File: src/rtl/tkm_pkg.sv
`default_nettype none

package tkm_pkg;

	localparam int STREAM_W  = 4;
	localparam int STAMP_W   = 64;
	localparam int CFG_IDX_W = 1;
	localparam int CFG_W     = 64;

	// request function codes
	localparam logic FUNC_LOAD    = 1'b0;
	localparam logic FUNC_ADVANCE = 1'b1;

	// configuration register indexes
	localparam logic [CFG_IDX_W-1:0] REG_END_LIMIT_ON = 1'b0;
	localparam logic [CFG_IDX_W-1:0] REG_END_TIME     = 1'b1;

	typedef struct packed {
		logic                func;
		logic [STREAM_W-1:0] stream;
		logic [STAMP_W-1:0]  stamp;
		logic                has_next;
	} req_t;

	typedef struct packed {
		logic [STREAM_W-1:0] head_stream;
		logic [STAMP_W-1:0]  head_stamp;
		logic                empty_res;
	} res_t;

	// one list entry held by a cell
	typedef struct packed {
		logic [STREAM_W-1:0] id;
		logic [STAMP_W-1:0]  stamp;
	} entry_t;

	// broadcast control from the top level to every cell
	typedef struct packed {
		logic upd;       // list changes at this edge
		logic load;      // 1 load, 0 advance
		logic reinsert;  // advance: head goes back into the list
	} ctl_t;

endpackage

`default_nettype wire

File: src/rtl/tkm_cell.sv
`default_nettype none

module tkm_cell (
	input  wire              clk,
	input  tkm_pkg::ctl_t    ctl,
	input  tkm_pkg::entry_t  new_entry,
	input  tkm_pkg::entry_t  left_entry,
	input  tkm_pkg::entry_t  right_entry,
	input  wire              left_flag,
	input  wire              right_flag,
	input  wire              occ,
	input  wire              lead,
	output logic             flag,
	output tkm_pkg::entry_t  entry
);
	import tkm_pkg::*;

	entry_t entry_q;
	entry_t entry_nxt;

	// flag: the incoming entry belongs at or ahead of this slot
	// (load: after equal stamps, advance: ahead of equal stamps)
	always_comb begin
		if (!occ) begin
			flag = 1'b1;
		end else if (ctl.load) begin
			flag = entry_q.stamp > new_entry.stamp;
		end else begin
			flag = entry_q.stamp >= new_entry.stamp;
		end
	end

	always_comb begin
		entry_nxt = entry_q;
		if (ctl.load) begin
			if (flag) begin
				entry_nxt = left_flag ? left_entry : new_entry;
			end
		end else if (!ctl.reinsert || !right_flag) begin
			// list slides toward the head
			entry_nxt = right_entry;
		end else if (lead || !flag) begin
			entry_nxt = new_entry;
		end
	end

	always_ff @(posedge clk) begin
		if (ctl.upd) begin
			entry_q <= entry_nxt;
		end
	end

	assign entry = entry_q;

endmodule

`default_nettype wire

File: config.mk
export PLATFORM = sky130hd
export DESIGN_NAME = tkm_cell
export DESIGN_NICKNAME = d
export VERILOG_FILES = /design/src/rtl/tkm_pkg.sv /design/src/rtl/tkm_cell.sv
export SDC_FILE = /design/constraint.sdc
export NUM_CORES = 1
export LEC_CHECK = 0
export ABC_CLOCK_PERIOD_IN_PS = 6100
export BUFFER_PORTS_ARGS = -buffer_cell sky130_fd_sc_hd__buf_2
export CORE_MARGIN = 2
export CORE_UTILIZATION = 47
export DETAILED_ROUTE_END_ITERATION = 16
export PLACE_DENSITY_LB_ADDON = 0.25
export RECOVER_POWER = 100
export SYNTH_ARGS = -nofsm -noshare
export SYNTH_HDL_FRONTEND = slang
export SYNTH_SLANG_ARGS = --single-unit
File: constraint.sdc
create_clock -name clk -period 6.1 [get_ports clk]
set_input_delay 0.61 -clock clk [delete_from_list [all_inputs] [get_ports clk]]
set_output_delay 0.61 -clock clk [all_outputs]
set_load 0.01 [all_outputs]
==> metrics.log <==
INFO  metric hold_path.class = input pin to flop
INFO  metric netlist_area = roughly 5400 µm²
INFO  metric seq_area_frac_synth = 37.8%
INFO  metric layout-area-overhead-vs-synth = 30.4%
INFO  metric setup.worst_path.class = input pin to flop
INFO  metric first_pass_grt_wire_length = about 25000 µm
INFO  metric timing.final.ws_setup = 1.85 ns
INFO  metric drcViolationCount = 0
INFO  metric antenna_left = 0
INFO  metric numPortBuffers = 280
INFO  metric r2r_start = entry[27]
INFO  metric grt_pass1_vias = around 5300
INFO  metric hold_viol_final = 0
INFO  metric cts-hold-fix-buffers = 0
INFO  metric netlist_top_cells_area = sky130_fd_sc_hd__edfxtp_1 38%, sky130_fd_sc_hd__ha_1 15%, sky130_fd_sc_hd__mux2i_1 8.2%, sky130_fd_sc_hd__a21oi_1 6.6%, sky130_fd_sc_hd__nor2_1 6.5%
INFO  metric postSynth.topFlopCell = sky130_fd_sc_hd__edfxtp_1
INFO  metric detail_route.wl_per_cell = ~16 µm
INFO  metric rsz0062_at_grt = false
INFO  metric clock_path_buffers = 2
INFO  metric cpPeakStageDelay = between 1 and 1.5 ns
INFO  metric clock-sinks = 68
INFO  metric dieArea = 12400 µm²
INFO  metric ant_diodes = 0
INFO  metric post-route-period-util = 69.7%
INFO  metric vias_per_cell = 5.38
INFO  metric gpl_wtd_cong = just under 0.9
INFO  metric cts_buffers = 9
INFO  metric globalRouteOverflowTotal = 0
INFO  metric critPathMaxFanout = 68
INFO  metric clock_tree.htree_level_count = 3
INFO  metric rrSetupSlack = 1.90 ns
INFO  metric post_cts_resize_count = 0
INFO  metric detailedPlacementHpwl = roughly 12000 µm
INFO  metric rows = 39
INFO  metric timing_worst_slew_pin_value = roughly 3.3 ns
INFO  metric r2r_cells = 8
INFO  metric mostFrequentLayoutCells = 210 x sky130_fd_sc_hd__buf_2, 94 x sky130_fd_sc_hd__nor2_1, 72 x sky130_fd_sc_hd__clkbuf_1
INFO  metric setup_tns = 0 ns
INFO  metric largest_register_ff_count = 68
INFO  metric maxCapViolCount = 2
INFO  metric post_synth_edffs = just under 70
INFO  metric num-fill-cells = ~1000
INFO  metric crit_path_dat = approximately 4.2 ns
INFO  metric io_pins = around 280
INFO  metric cts_tree = yes
INFO  metric postSynth.asyncResetShare = 0%
INFO  metric critPathRequiredTime = 6.02 ns
INFO  metric cp_num_buf_inv = 2
INFO  metric ys_seq_elements = 68
INFO  metric peak_supply_drop = 122 µV
INFO  metric crit_slowest_cell = sky130_fd_sc_hd__o221a_2
INFO  metric worst-path-stages = 10
INFO  metric worst_r2r_endpoint = entry[56]
INFO  metric max_slew_margin = -119%
INFO  metric synth.distinct_cells = 43
INFO  metric global_route.usage.total = roughly 25%
INFO  metric die_h = 111 µm
INFO  metric count_of_routing_violations_after_the_opening_detailed_route_iteration = ~230
INFO  metric violations = max-capacitance violations, max-slew violations
INFO  metric fin_skew = around 0.0068 ns
INFO  metric status = finished with violations
INFO  metric maximum_number_of_pins_on_one_net_before_global_route_repair = a little under 70
INFO  metric dr_pass1_iterations = 4
INFO  metric core_area = about 11000 µm²
INFO  metric fraction_of_final_layout_cells_sized_beyond_drive_strength_1 = 27.2%
INFO  metric post_cts_buffers = 0
INFO  metric floorplan.initialDensity = between 40% and 50%
INFO  metric ys_warn_count = 0
INFO  metric postSynthCellCount = 590
INFO  metric final-max-slew-violation-count = roughly 120
INFO  metric total_leakage_power = between 3 and 4 nW
INFO  metric fmaxAchievable = 235 MHz
INFO  metric clock_tree.root_cell = sky130_fd_sc_hd__clkbuf_16
INFO  metric synth.net_count = just under 900
INFO  metric cp_cell_instances = clkbuf_1 -> inv_1 -> ha_1 -> a21o_1 -> a221o_1 -> a221oi_1 -> o21ai_0 -> a211o_2 -> nor3_1 -> o221a_2
INFO  metric nets = 1129
INFO  metric chipWidth = 111 µm
INFO  metric antenna_found_initial = 0
INFO  metric worstHoldEndpoint = entry[26]
INFO  metric min_from = right_entry[26]
INFO  metric avgSynthCellArea = roughly 9 µm²
INFO  metric drt_wl_total = about 16000 µm
INFO  metric yosys.area.top_type = sky130_fd_sc_hd__edfxtp_1
INFO  metric power_per_cell_area = roughly 200 nW/µm²
INFO  metric worst_setup_hold_path_clk_slew = around 0.060 ns
INFO  metric detailedPlace.worstSlack = roughly 2.1 ns
INFO  metric synth_top_area_share = roughly 38%
INFO  metric worst_hold_path.num_cells = 3
INFO  metric insertion_delay = 0.33 ns
INFO  metric finalSetupViolCount = 0
INFO  metric number_of_vias_in_the_routed_layout = 5377
INFO  metric layout.cells.most_common = sky130_fd_sc_hd__buf_2
INFO  metric critPathLaunchType = input pin
INFO  metric period_needed = 4.25 ns
INFO  metric critical-path-top-delay-family = compound AO/OA/AOI/OAI gates
INFO  metric worstSetupEndpointType = flop
layout make-up:
| cell class | instances | area, µm² | area share (%) |
|---|---|---|---|
| Multi-Input combinational cell | 426 | 2990 | 42.5 |
| Sequential cell | 68 | 2040 | 29.0 |
| Clock buffer | 10 | 229 | 3.26 |
| Inverter | 65 | 244 | 3.47 |
| Timing Repair Buffer | 283 | 1330 | 18.9 |
| Tap cell | 143 | 179 | 2.54 |
| Clock inverter | 4 | 18.8 | 0.267 |
per-layer routing:
metal  global-route usage [%]  routed length, µm
met5                        0                  0
met2                     45.8               7860
met1                     27.7               6400
met3                     4.81               1150
met4                     9.79                390
power breakdown:
group | internal, W | total [W] | switching, W | leakage, nW
registers | 0.000573 | 0.000598 | 0.0000242 | 0.647
logic | 0.000167 | 0.000386 | 0.000219 | 2.63
clock network | 0.000267 | 0.000453 | 0.000186 | 0.125
worst register-to-register path: cells and delay by family (launching register included):
| family | cells | cell delay, ns |
|---|---|---|
| fa+ha+maj | 1 | 0.31 |
| compound gates | 5 | 2.69 |
| flops | 1 | 0.41 |
| simple gates | 2 | 0.36 |
cells by family after synthesis:
kind of cell	synth area share (%)
AO/OA/AOI/OAI	19.2
AND/OR/NAND/NOR	13.1
buffers and inverters	6.68
flip-flops	37.8
adder cells (fa/ha/maj)	14.8
multiplexers	8.37
Yosys cell counts, types with 3 or more instances:
cell type,instances
sky130_fd_sc_hd__clkbuf_1,25
sky130_fd_sc_hd__ha_1,64
sky130_fd_sc_hd__inv_1,65
sky130_fd_sc_hd__o21ai_0,6
sky130_fd_sc_hd__buf_1,6
sky130_fd_sc_hd__edfxtp_1,68
sky130_fd_sc_hd__a21o_1,5
sky130_fd_sc_hd__o22ai_1,24
sky130_fd_sc_hd__nand2_1,18
sky130_fd_sc_hd__mux2i_1,44
sky130_fd_sc_hd__and4_1,3
sky130_fd_sc_hd__a211oi_1,45
sky130_fd_sc_hd__nand4_1,10
sky130_fd_sc_hd__nand3_1,6
sky130_fd_sc_hd__a21oi_1,71
sky130_fd_sc_hd__nor2_1,94
sky130_fd_sc_hd__o21ai_1,3
sky130_fd_sc_hd__and3_1,4
stage by stage:
stage | hold slack (ns) | area, µm² | total power (W) | cells | util, %
2_1_floorplan | 0.825 | 5400 | 0.000828 | 590 | -
3_3_place_gp | 0.921 | 6890 | 0.000988 | 985 | 60.9
3_5_place_dp | 0.929 | 6890 | 0.00100 | 985 | 60.9
4_1_cts | 0.581 | 7140 | 0.00146 | 999 | 63.1
5_1_grt | 0.602 | 7030 | 0.00151 | 999 | 62.1
6_report | 0.584 | 7030 | 0.00144 | 999 | 62.1
worst max-delay path by stage:
stage | slack, ns | end | startpoint
4_1_cts | 2.46 | entry[53] | new_entry[25]
3_3_place_gp | 2.24 | entry[49] | new_entry[25]
3_5_place_dp | 2.11 | entry[53] | new_entry[25]
5_1_grt | 1.52 | entry[54] | new_entry[25]
2_1_floorplan | 1.66 | entry[0] | new_entry[25]
6_report | 1.85 | entry[56] | new_entry[25]
(Power assumes the default switching activity.)
